`src/rtl/crank_dip_capture_top_assert.svh`:
```
// Assertion macros for the crank dip capture block.
// Both expect clk and rst_n in the scope of use.
`ifndef CRANK_DIP_CAPTURE_TOP_ASSERT_SVH
`define CRANK_DIP_CAPTURE_TOP_ASSERT_SVH

`define CRKDIP_ASSERT_IMP(label, cond, prop) \
  label: assert property (@(posedge clk) disable iff (!rst_n) (cond) |-> (prop)) \
    else $error("crank dip capture assertion failed");

`define CRKDIP_ASSERT_NXT(label, cond, prop) \
  label: assert property (@(posedge clk) disable iff (!rst_n) (cond) |=> (prop)) \
    else $error("crank dip capture assertion failed");

`endif

```
`src/rtl/crkdip_pkg.sv`:
```
`timescale 1ns / 1ps
package crkdip_pkg;

  typedef logic [7:0]  sample_t;
  typedef logic [15:0] scaled_t;
  typedef logic [23:0] product_t;
  typedef logic [1:0]  cfg_idx_t;

  localparam cfg_idx_t CFG_FIRST_COUNT  = 2'd0;
  localparam cfg_idx_t CFG_SECOND_COUNT = 2'd1;
  localparam cfg_idx_t CFG_FULL_SCALE   = 2'd2;

  localparam sample_t FIRST_COUNT_RST  = 8'd20;
  localparam sample_t SECOND_COUNT_RST = 8'd60;
  localparam scaled_t FULL_SCALE_RST   = 16'd1500;
  localparam sample_t MIN_INIT         = 8'hFF;

  // ceil(2^16 / 10), exact for magnitudes up to 4095
  localparam logic [12:0] SLOPE_RECIP = 13'd6554;

  localparam logic CMD_TRIGGER = 1'b0;
  localparam logic CMD_SAMPLE  = 1'b1;

  typedef struct packed {
    sample_t first_count;
    sample_t second_count;
    scaled_t full_scale;
  } cfg_t;

  typedef struct packed {
    sample_t  first_raw;
    sample_t  second_raw;
    product_t first_prod;
    product_t second_prod;
  } res_t;

endpackage

```
`src/rtl/crkdip_core.sv`:
```
`timescale 1ns / 1ps
`include "crank_dip_capture_top_assert.svh"
module crkdip_core
  import crkdip_pkg::*;
(
  input  logic    clk,
  input  logic    rst_n,
  input  cfg_t    cfg,
  input  logic    item_valid,
  input  logic    item_cmd,
  input  sample_t item_sample,
  output logic    item_take,
  input  logic    res_ready,
  output logic    res_valid,
  output res_t    res_data
);

  typedef enum logic [1:0] {PH_IDLE, PH_FIRST, PH_SLOPE, PH_SECOND} phase_t;

  phase_t             phase_r, phase_nxt;
  sample_t            count_r, count_nxt;
  sample_t            min1_r, min1_nxt;
  sample_t            min2_r, min2_nxt;
  sample_t            held_r, held_nxt;
  logic               toggle_r, toggle_nxt;
  logic signed [9:0]  slope_r, slope_nxt;
  logic               a_valid_r, a_valid_nxt;
  res_t               a_data_r, a_data_nxt;

  logic               a_ready;
  sample_t            count_inc;
  sample_t            min1_new;
  sample_t            min2_new;
  logic signed [8:0]  dx;
  logic        [12:0] sum;
  logic        [12:0] mag;
  logic        [24:0] quot_prod;
  logic        [8:0]  quot;
  logic        [9:0]  slope_new;

  assign a_ready   = !a_valid_r || res_ready;
  assign item_take = item_valid && a_ready;
  assign res_valid = a_valid_r;
  assign res_data  = a_data_r;

  assign count_inc = count_r + 8'd1;
  assign min1_new  = (item_sample < min1_r) ? item_sample : min1_r;
  assign min2_new  = (item_sample < min2_r) ? item_sample : min2_r;

  // slope filter: (2*dx + 8*slope) / 10, truncated toward zero
  assign dx        = $signed({1'b0, item_sample}) - $signed({1'b0, held_r});
  assign sum       = {{3{dx[8]}}, dx, 1'b0} + {slope_r, 3'b000};
  assign mag       = sum[12] ? (13'd0 - sum) : sum;
  assign quot_prod = {13'd0, mag[11:0]} * {12'd0, SLOPE_RECIP};
  assign quot      = quot_prod[24:16];
  assign slope_new = sum[12] ? (10'd0 - {1'b0, quot}) : {1'b0, quot};

  always_comb begin
    phase_nxt   = phase_r;
    count_nxt   = count_r;
    min1_nxt    = min1_r;
    min2_nxt    = min2_r;
    held_nxt    = held_r;
    toggle_nxt  = toggle_r;
    slope_nxt   = slope_r;
    a_valid_nxt = a_valid_r && !res_ready;
    a_data_nxt  = a_data_r;
    if (item_take) begin
      if (item_cmd == CMD_TRIGGER) begin
        if (phase_r == PH_IDLE) begin
          phase_nxt  = PH_FIRST;
          count_nxt  = 8'd0;
          min1_nxt   = MIN_INIT;
          min2_nxt   = MIN_INIT;
          toggle_nxt = 1'b0;
          slope_nxt  = '0;
        end
      end else begin
        unique case (phase_r)
          PH_IDLE: begin
          end
          PH_FIRST: begin
            min1_nxt  = min1_new;
            count_nxt = count_inc;
            if (count_inc == cfg.first_count) begin
              phase_nxt  = PH_SLOPE;
              count_nxt  = 8'd0;
              toggle_nxt = 1'b0;
            end
          end
          PH_SLOPE: begin
            if (!toggle_r) begin
              held_nxt   = item_sample;
              toggle_nxt = 1'b1;
            end else begin
              slope_nxt  = $signed(slope_new);
              toggle_nxt = 1'b0;
              if (slope_new[9]) begin
                phase_nxt = PH_SECOND;
                count_nxt = 8'd0;
              end
            end
          end
          PH_SECOND: begin
            min2_nxt  = min2_new;
            count_nxt = count_inc;
            if (count_inc == cfg.second_count) begin
              a_valid_nxt            = 1'b1;
              a_data_nxt.first_raw   = min1_r;
              a_data_nxt.second_raw  = min2_new;
              a_data_nxt.first_prod  = {16'd0, min1_r} * {8'd0, cfg.full_scale};
              a_data_nxt.second_prod = {16'd0, min2_new} * {8'd0, cfg.full_scale};
              phase_nxt              = PH_IDLE;
              count_nxt              = 8'd0;
            end
          end
          default: begin
          end
        endcase
      end
    end
  end

  always_ff @(posedge clk) begin
    if (!rst_n) begin
      phase_r   <= PH_IDLE;
      count_r   <= 8'd0;
      min1_r    <= MIN_INIT;
      min2_r    <= MIN_INIT;
      held_r    <= 8'd0;
      toggle_r  <= 1'b0;
      slope_r   <= '0;
      a_valid_r <= 1'b0;
    end else begin
      phase_r   <= phase_nxt;
      count_r   <= count_nxt;
      min1_r    <= min1_nxt;
      min2_r    <= min2_nxt;
      held_r    <= held_nxt;
      toggle_r  <= toggle_nxt;
      slope_r   <= slope_nxt;
      a_valid_r <= a_valid_nxt;
    end
    a_data_r <= a_data_nxt;
  end

  `CRKDIP_ASSERT_IMP(a_idle_count_zero, phase_r == PH_IDLE, count_r == 8'd0)
  `CRKDIP_ASSERT_IMP(a_toggle_in_slope, phase_r != PH_SLOPE, !toggle_r)
  `CRKDIP_ASSERT_IMP(a_slope_range, 1'b1, (slope_r >= -10'sd255) && (slope_r <= 10'sd255))
  `CRKDIP_ASSERT_NXT(a_result_to_idle, item_take && (a_valid_nxt && !(a_valid_r && !res_ready)),
                     phase_r == PH_IDLE)

endmodule

```
`config.mk`:
```
export PLATFORM = sky130hd
export DESIGN_NAME = crkdip_core
export DESIGN_NICKNAME = d
export VERILOG_FILES = /design/src/rtl/crkdip_pkg.sv /design/src/rtl/crkdip_core.sv
export VERILOG_INCLUDE_DIRS = /design/src /design/src/rtl
export SDC_FILE = /design/constraint.sdc
export NUM_CORES = 1
export LEC_CHECK = 0
export ABC_AREA = 1
export BUFFER_PORTS_ARGS = -buffer_cell sky130_fd_sc_hd__clkbuf_2
export CAP_MARGIN = 10
export CORE_MARGIN = 5
export CORE_UTILIZATION = 52
export CTS_CLUSTER_DIAMETER = 80
export DETAILED_ROUTE_END_ITERATION = 12
export GPL_TIMING_DRIVEN = 0
export PLACE_DENSITY = 0.7
export SETUP_SLACK_MARGIN = 0.15
export SLEW_MARGIN = 0
export SYNTH_ARGS = -nofsm -noshare
export SYNTH_HDL_FRONTEND = slang
export SYNTH_SLANG_ARGS = --single-unit
```
`constraint.sdc`:
```
create_clock -name clk -period 11.7 [get_ports clk]
set_clock_uncertainty 0.1 [all_clocks]
set_input_delay 1.755 -clock clk [delete_from_list [all_inputs] [get_ports clk]]
set_output_delay 1.755 -clock clk [all_outputs]
set_load 0.05 [all_outputs]
```
==> results of run 1 <==
[cell type report]
class,count,share of cell area (%)
Inverter,465,9.89
Tap cell,396,2.81
Clock buffer,12,1.52
Buffer,57,1.30
Timing Repair Buffer,110,3.29
Sequential cell,110,16.1
Clock inverter,4,0.191
Multi-Input combinational cell,1415,64.9
[cells by family (layout without fill, tap and decap cells)]
logic type	count (synthesis)	in the layout
simple gates	716	716
xor+xnor	85	85
fa+ha+maj	401	401
compound gates	213	213
buf+inv	522	648
flops	110	110
[layout by cell type (no fill, tap or decap), types with 8 or more instances in the layout]
master	count
nand2_1	462
inv_1	456
fa_1	201
ha_1	200
nor2_1	144
clkbuf_2	108
a21oi_1	99
edfxtp_1	64
o21ai_0	50
xor2_1	50
clkbuf_1	48
dfxtp_1	46
nand3_1	44
xnor2_1	30
nand4_1	28
o211ai_1	19
o21ai_1	14
nor3_1	10
clkbuf_16	10
inv_2	8
[stage by stage]
| step | hold slack [ps] | instance area (sq um) | std cells | worst slack (ps) |
|---|---|---|---|---|
| after CTS | 333 | 17600 | 2569 | 1700 |
| after floorplan | 306 | 16300 | 2047 | 2570 |
| after global routing | 343 | 17600 | 2569 | 1040 |
| after global placement | 309 | 17300 | 2551 | 1390 |
| final | 332 | 17600 | 2569 | 1670 |
| after detailed placement | 314 | 17300 | 2553 | 1340 |
[metal layers]
layer | vias up | part of all wire [%] | GRT usage (%)
li1 | 6531 | - | -
met1 | 6253 | 45 | 30.1
met2 | 373 | 47 | 37.2
met3 | 74 | 5.1 | 2.86
met4 | 0 | 3.2 | 7.85
met5 | - | 0 | 0
[how the worst max path moves through the flow]
stage,slack [ps],endpoint,cells after the start
2_1_floorplan,2570,phase_r[0]$_SDFFE_PN0P_,48
3_3_place_gp,1390,phase_r[0]$_SDFFE_PN0P_,49
3_5_place_dp,1340,phase_r[0]$_SDFFE_PN0P_,49
4_1_cts,1700,phase_r[1]$_SDFFE_PN0P_,50
5_1_grt,1040,phase_r[1]$_SDFFE_PN0P_,49
6_report,1670,phase_r[1]$_SDFFE_PN0P_,49
[state kept, by name (all words and copies together) (netlist names)]
register	count
phase_r	2
res_valid	1
slope_r	10
toggle_r	1
res_data	64
min1_r	8
count_r	8
min2_r	8
held_r	8
==> flow_metrics.tcl, run 1 <==
set metrics [dict create \
    synth_common_cells "462 x nand2_1, 456 x inv_1, 201 x fa_1, 200 x ha_1, 145 x nor2_1" \
    post_drt_wl_per_cell_um 14.8 \
    cts_setup_buffers 0 \
    dp.final_hpwl_mm 32.6 \
    synth_fp_nets 2493 \
    row_count 64 \
    muxShareOfSynthArea_pct 0 \
    crit_slowest_cell "fa_1" \
    worst_path_most_repeated_cell "inv_1" \
    tightestPinTransition_ps 1100 \
    syn_avg_cell_area_sq_um 7.94 \
    cp.required_ps 11870 \
    coreArea_sq_mm 0.0307 \
    synth.yosys.seq_area_share_pct 17.5 \
    mappedNetlistArea_sq_mm 0.0163 \
    max_cap_violations 0 \
    tns_ps 0 \
    syn_inst 2047 \
    dieArea_sq_mm 0.0349 \
    rsz0062_at_grt "no" \
    synth.distinct_cells 51 \
    fmax_mhz 99.7 \
    setup_viol 0 \
    hold_viol_final 0 \
    firstDrtPassIters 6 \
    status "complete, no violations" \
    fp.dieW_um 187 \
    slowest_delay_ps 550 \
    clock_latency_ps 370 \
    cp_top_family "adder cells" \
    n_antenna_cell 0 \
    rr_worst_depth 50 \
    synth_top_cell_area_share_pct 24.7 \
    path_max_fanout 10 \
    post-route-util_pct 57.4 \
    cts_tree "built" \
    register_area_sq_mm 0.00284 \
    grt_max_degree 34 \
    cts_sinks 110 \
    period_minus_slack_ps 10030 \
    postRouteAntennaNets 0 \
    async_flop_share_pct 0 \
    fillers 2909 \
    arrival_ps 10200 \
    synth-edff-count 64 \
    worstSetupPathType "in -> reg" \
    drc 0 \
    start_util_pct 52.9 \
    grt_pass1_vias 13300 \
    yosys-top-cells-area "fa_1 25%, ha_1 15%, edfxtp_1 12%" \
    synthAdderAreaFrac_pct 40.1 \
    critPathLaunch "item_sample[0]" \
    via_per_inst 5.15 \
    hold_depth 0 \
    cts_inserted_buffers 9 \
    synth_top_family_by_area "adder cells" \
    multiInputGateArea_sq_mm 0.0115 \
    clk_path_buf_depth 2 \
    ys_ff_latch 110 \
    cts-hold-fix-buffers 0 \
    worstSetupStartpointType "input port" \
    path_clk_slew_ps 80 \
    yosysTopAreaCell "fa_1" \
    nNetsFinal 2614 \
    min_to "res_data[58]$_DFFE_PP_" \
    place.gp.congestion 0.925 \
    fin_crit_sh_pct 85.8 \
    hold_start "min1_r[2]$_SDFFE_PN1P_" \
    synth-compound-area-share_pct 7.43 \
    grt_overflow 0 \
    die_h_um 187 \
    via_count 13200 \
    htreeDepth 3 \
    crit_buf_inv 14 \
    r2r-end "phase_r[1]$_SDFFE_PN0P_" \
    rr_startpoint "held_r[2]$_SDFFE_PN0P_" \
    io_pins 111 \
    grt_pass1_wl_mm 64.7 \
    clockRootBuffer "clkbuf_16" \
    slew_violations 0 \
    ys.warnings.count 0 \
    cp-end-kind "flip-flop" \
    yosys.area_share.simple_pct 17.9 \
    wl_mm 38.1 \
    syn_to_final_growth_pct 8.52 \
    synthFlopType "edfxtp_1" \
    synthXorXnorAreaFrac_pct 4.88 \
    cts-resized-gates 0 \
    max-slew-margin-rel_pct 26.1 \
    hold_class "reg -> reg" \
    antenna_found_initial 0 \
    drive_gt1_share_pct 7.87 \
    grt_util_all_layers_pct 22.3 \
    rrSetupSlack_ps 2930 \
    io_buffers 108 \
    drt_iter0_markers 816 \
    synth_most_common_cell "nand2_1" \
]
Power of run 1 is not shown: default switching activity piles up to over one toggle a cycle in this logic, so the estimate is an artifact.
==> inputs of run 2 (changes only) <==
- ABC_AREA: 1 -> 0
==> flow_metrics.tcl, run 2 <==
set metrics [dict create \
    status "complete, no violations" \
    cp_top_family "adder cells" \
    register_area_sq_mm 0.00284 \
    setup_viol 0 \
    synth_top_cell_area_share_pct 25.4 \
    cp.required_ps 11870 \
    clk_path_buf_depth 2 \
    clock_latency_ps 380 \
    cp-end-kind "flip-flop" \
    grt_overflow 0 \
    grt_pass1_wl_mm 58.9 \
    synth_common_cells "265 x inv_1, 201 x fa_1, 200 x ha_1, 176 x nand2_1, 132 x and2_1" \
    drc 0 \
    crit_slowest_cell "fa_1" \
    yosys-top-cells-area "fa_1 25%, ha_1 16%, edfxtp_1 12%" \
    yosysTopAreaCell "fa_1" \
    max_cap_violations 0 \
    cts_setup_buffers 0 \
    tightestPinTransition_ps 866 \
    mappedNetlistArea_sq_mm 0.0158 \
    post_drt_wl_per_cell_um 15.9 \
    multiInputGateArea_sq_mm 0.0118 \
    synth-edff-count 64 \
    cts_tree "built" \
    cts_inserted_buffers 9 \
    worstSetupPathType "in -> reg" \
    io_buffers 110 \
    io_pins 111 \
    fp.dieW_um 185 \
    final_cell_mix "265 x inv_1, 201 x fa_1, 200 x ha_1" \
    synth_fp_nets 2125 \
    syn_avg_cell_area_sq_um 9.43 \
    ys.warnings.count 0 \
    via_count 11900 \
    wl_mm 35.0 \
    worstSetupStartpointType "input port" \
    dieArea_sq_mm 0.0340 \
    dp.final_hpwl_mm 29.1 \
    arrival_ps 11170 \
    drt_iter0_markers 618 \
    final_common_cell "inv_1" \
    drive_gt1_share_pct 9.72 \
    largest_register_ffs 64 \
    fin_crit_sh_pct 94.0 \
    path_max_fanout 10 \
    n_antenna_cell 0 \
    max-slew-margin-rel_pct 40.6 \
    cts-resized-gates 0 \
    cts_sinks 110 \
    cts-hold-fix-buffers 0 \
    fillers 2660 \
    start_util_pct 53.0 \
    via_per_inst 5.43 \
    period_minus_slack_ps 11000 \
    hold_class "reg -> reg" \
    slew_violations 0 \
    postRouteAntennaNets 0 \
    antenna_found_initial 0 \
    rsz0062_at_grt "no" \
    clockRootBuffer "clkbuf_16" \
    fmax_mhz 90.9 \
    grt_util_all_layers_pct 21.4 \
    ys_ff_latch 110 \
    synthFlopType "edfxtp_1" \
    grt_max_degree 20 \
    hold_viol_final 0 \
    die_h_um 185 \
    syn_to_final_growth_pct 9.06 \
    place.gp.congestion 0.878 \
    htreeDepth 3 \
    synth.yosys.seq_area_share_pct 18.0 \
    synth_most_common_cell "inv_1" \
    tns_ps 0 \
    grt_pass1_vias 12400 \
    whs_ps 341 \
    async_flop_share_pct 0 \
    firstDrtPassIters 5 \
    crit_buf_inv 8 \
    row_count 63 \
    syn_inst 1679 \
    coreArea_sq_mm 0.0299 \
    slowest_delay_ps 540 \
    path_clk_slew_ps 80 \
    nNetsFinal 2252 \
    synth.distinct_cells 78 \
]
-- run 2: changes by cell type after synthesis, moves of 28 or more --
cell / change
a21o_1: +28
a21oi_1: -55
and2_1: +130
inv_1: -191
nand2_1: -286
nor2_1: -60
xnor2_1: +32
-- run 2: through the flow --
step	std cells	setup WS (ps)	cell area [sq um]	util, %
final	2201	704	17300	57.8
after floorplan	1679	1520	15800	-
after global placement	2179	15.5	16900	56.5
after global routing	2201	190	17300	57.8
after detailed placement	2184	-79.6	16900	56.7
after CTS	2200	273	17200	57.7
-- run 2: cell type report --
cell class,count,share of cell area (%)
clock inverter,5,0.268
tap,390,2.83
clock buffer,11,1.48
multi-input combinational,1244,68.2
sequential,110,16.5
buffer,58,1.42
timing repair buffer,116,3.52
inverter,267,5.80
-- run 2: worst paths after layout --
check,to,start,cells after the start,slack [ps]
worst max-delay path,count_r[5]$_SDFFE_PN0P_,item_sample[0],38,700
worst min-delay path,res_data[62]$_DFFE_PP_,min1_r[6]$_SDFFE_PN1P_,0,340
worst max register to register,count_r[5]$_SDFFE_PN0P_,held_r[1]$_SDFFE_PN0P_,39,1970
worst min register to register,res_data[62]$_DFFE_PP_,min1_r[6]$_SDFFE_PN1P_,0,340
-- run 2: routing by layer --
metal	track usage, %	wire length [um]	share of wire, %
met5	0	0	0
met4	6.00	765	2.2
met3	4.32	2040	5.8
met2	37.6	17300	49
met1	26.8	14900	43
-- run 2: worst register-to-register path, delay by kind of cell, from the launching register on --
family,cells,cell delay [ps]
buffers and inverters,6,530
AO/OA/AOI/OAI,16,3550
flip-flops,1,380
XOR/XNOR,3,1110
multiplexers,1,230
AND/OR/NAND/NOR,5,550
adder cells (fa/ha/maj),8,3210
-- run 2: logic make-up (layout without fill, tap and decap cells) --
logic type                 after synthesis  after routing  synth area share, %
AOI/OAI and AO/OA                      197            197                 8.87
muxes                                   25             25                 1.89
adders and majority gates              401            401                 41.2
buffers and inverters                  325            457                 7.87
and+or+nand+nor                        519            519                 16.3
xor gates and xnor gates               102            102                 5.86
DFF                                    110            110                 18.0
Power of run 2 is left out for the same reason.
==> inputs of run 3 (changes only) <==
- CORE_UTILIZATION: 52 -> 30
- PLACE_DENSITY: 0.7 -> default
==> flow_metrics.tcl, run 3 (synthesis results as in run 2) <==
set metrics [dict create \
    status "complete, no violations" \
    clk_path_buf_depth 2 \
    post_drt_wl_per_cell_um 15.2 \
    htreeDepth 3 \
    postRouteAntennaNets 0 \
    clock_latency_ps 400 \
    place_area_sq_mm 0.0173 \
    grt_max_degree 19 \
    drive_gt1_share_pct 9.61 \
    cts_inserted_buffers 9 \
    die_h_um 240 \
    hold_class "reg -> reg" \
    antenna_found_initial 6 \
    largest_register_ffs 64 \
    coreArea_sq_mm 0.0524 \
    dp.final_hpwl_mm 32.0 \
    path_max_fanout 10 \
    hold_viol_final 0 \
    final_cell_mix "265 x inv_1, 201 x fa_1, 200 x ha_1" \
    period_minus_slack_ps 10840 \
    cp-end-kind "flip-flop" \
    rsz0062_at_grt "no" \
    slowest_delay_ps 550 \
    place.gp.congestion 0.852 \
    finalInstanceArea_sq_mm 0.0176 \
    dieArea_sq_mm 0.0575 \
    grt_pass1_wl_mm 62.7 \
    dp.cells 2483 \
    cts_setup_buffers 0 \
    hold_start "min1_r[6]$_SDFFE_PN1P_" \
    rr_worst_depth 39 \
    worstSetupPathType "in -> reg" \
    fmax_mhz 92.2 \
    io_pins 111 \
    drt_iter0_markers 514 \
    wl_mm 38.1 \
    path_clk_slew_ps 70 \
    cts_sinks 110 \
    rr_startpoint "held_r[1]$_SDFFE_PN0P_" \
    layout.cells.non_filler 2499 \
    crit_slowest_cell "fa_1" \
    post-route-worst-setup-slack_ps 859 \
    place_ws_ps -12.9 \
    min_to "res_data[62]$_DFFE_PP_" \
    fp.dieW_um 240 \
    grt_overflow 0 \
    max-slew-margin-rel_pct 27.0 \
    fin_crit_sh_pct 92.7 \
    tightestPinTransition_ps 1060 \
    nNetsFinal 2252 \
    cts-hold-fix-buffers 0 \
    grt_util_all_layers_pct 13.5 \
    via_count 11900 \
    clockRootBuffer "clkbuf_16" \
    fillers 5378 \
    io_buffers 110 \
    n_antenna_cell 0 \
    cts_tree "built" \
    grt_pass1_vias 12300 \
    start_util_pct 30.2 \
    max_cap_violations 0 \
    row_count 84 \
    multiInputGateArea_sq_mm 0.0118 \
    r2r-end "count_r[7]$_SDFFE_PN0P_" \
    drc 0 \
    slew_violations 0 \
    setup_viol 0 \
    arrival_ps 10990 \
    post-route-util_pct 33.6 \
    hold_depth 0 \
    register_area_sq_mm 0.00284 \
    cp.required_ps 11850 \
    worstSetupStartpointType "input port" \
    cts-resized-gates 0 \
    via_per_inst 4.74 \
    syn_to_final_growth_pct 11.4 \
    firstDrtPassIters 8 \
    rrSetupSlack_ps 1960 \
    final_common_cell "inv_1" \
]
-- run 3: cell types whose count changed in the layout (fill, tap and decap cells not counted), sizes merged --
cell	before	now
clkinvlp	0	2
buf	18	19
inv	270	269
bufinv	0	1
clkbuf	167	164
-- run 3: how the worst max path moves through the flow --
stage               slack, ps      startpoint                       to  cells after the start
floorplan                1520  item_sample[1]  count_r[5]$_SDFFE_PN0P_                     37
global placement          120  item_sample[0]  phase_r[0]$_SDFFE_PN0P_                     38
detailed placement        -10  item_sample[0]  count_r[4]$_SDFFE_PN0P_                     38
CTS                       390  item_sample[0]  count_r[4]$_SDFFE_PN0P_                     38
global route              270  item_sample[0]  count_r[7]$_SDFFE_PN0P_                     38
finish                    860  item_sample[0]  count_r[7]$_SDFFE_PN0P_                     38
-- run 3: per-stage QoR --
stage	setup TNS [ps]	hold WS (ps)
finish	0	346
detailed placement	-29.2	325
global route	0	361
floorplan	0	306
CTS	0	346
global placement	0	319
-- run 3: metal layers --
metal  vias to the layer above  wire (um)  global-route usage (%)  part of all wire (%)
li1                       5711          -                       -                     -
met1                      5823      16600                    17.3                    44
met2                       264      18400                    23.3                    48
met3                        50       2370                    2.86                   6.2
met4                         6        664                    3.18                   1.7
met5                         -         32                       0                 0.084
-- run 3: final cells by class --
class                           count  share of cell area [%]
Sequential cell                   110                    16.1
Inverter                          267                    5.68
Clock inverter                      7                   0.397
Tap cell                          688                    4.88
Buffer                             58                    1.39
Timing Repair Buffer              116                    3.48
Multi-Input combinational cell   1244                    66.8
Clock buffer                        9                    1.28
-- run 3: worst max-delay path, delay by kind of cell --
kind | cells | cell delay (ps)
muxes | 1 | 190
and+or+nand+nor | 9 | 1040
adders and majority gates | 9 | 3640
xor gates and xnor gates | 3 | 1090
buffers and inverters | 8 | 950
AOI/OAI and AO/OA | 8 | 2320
Power of run 3 is left out for the same reason.
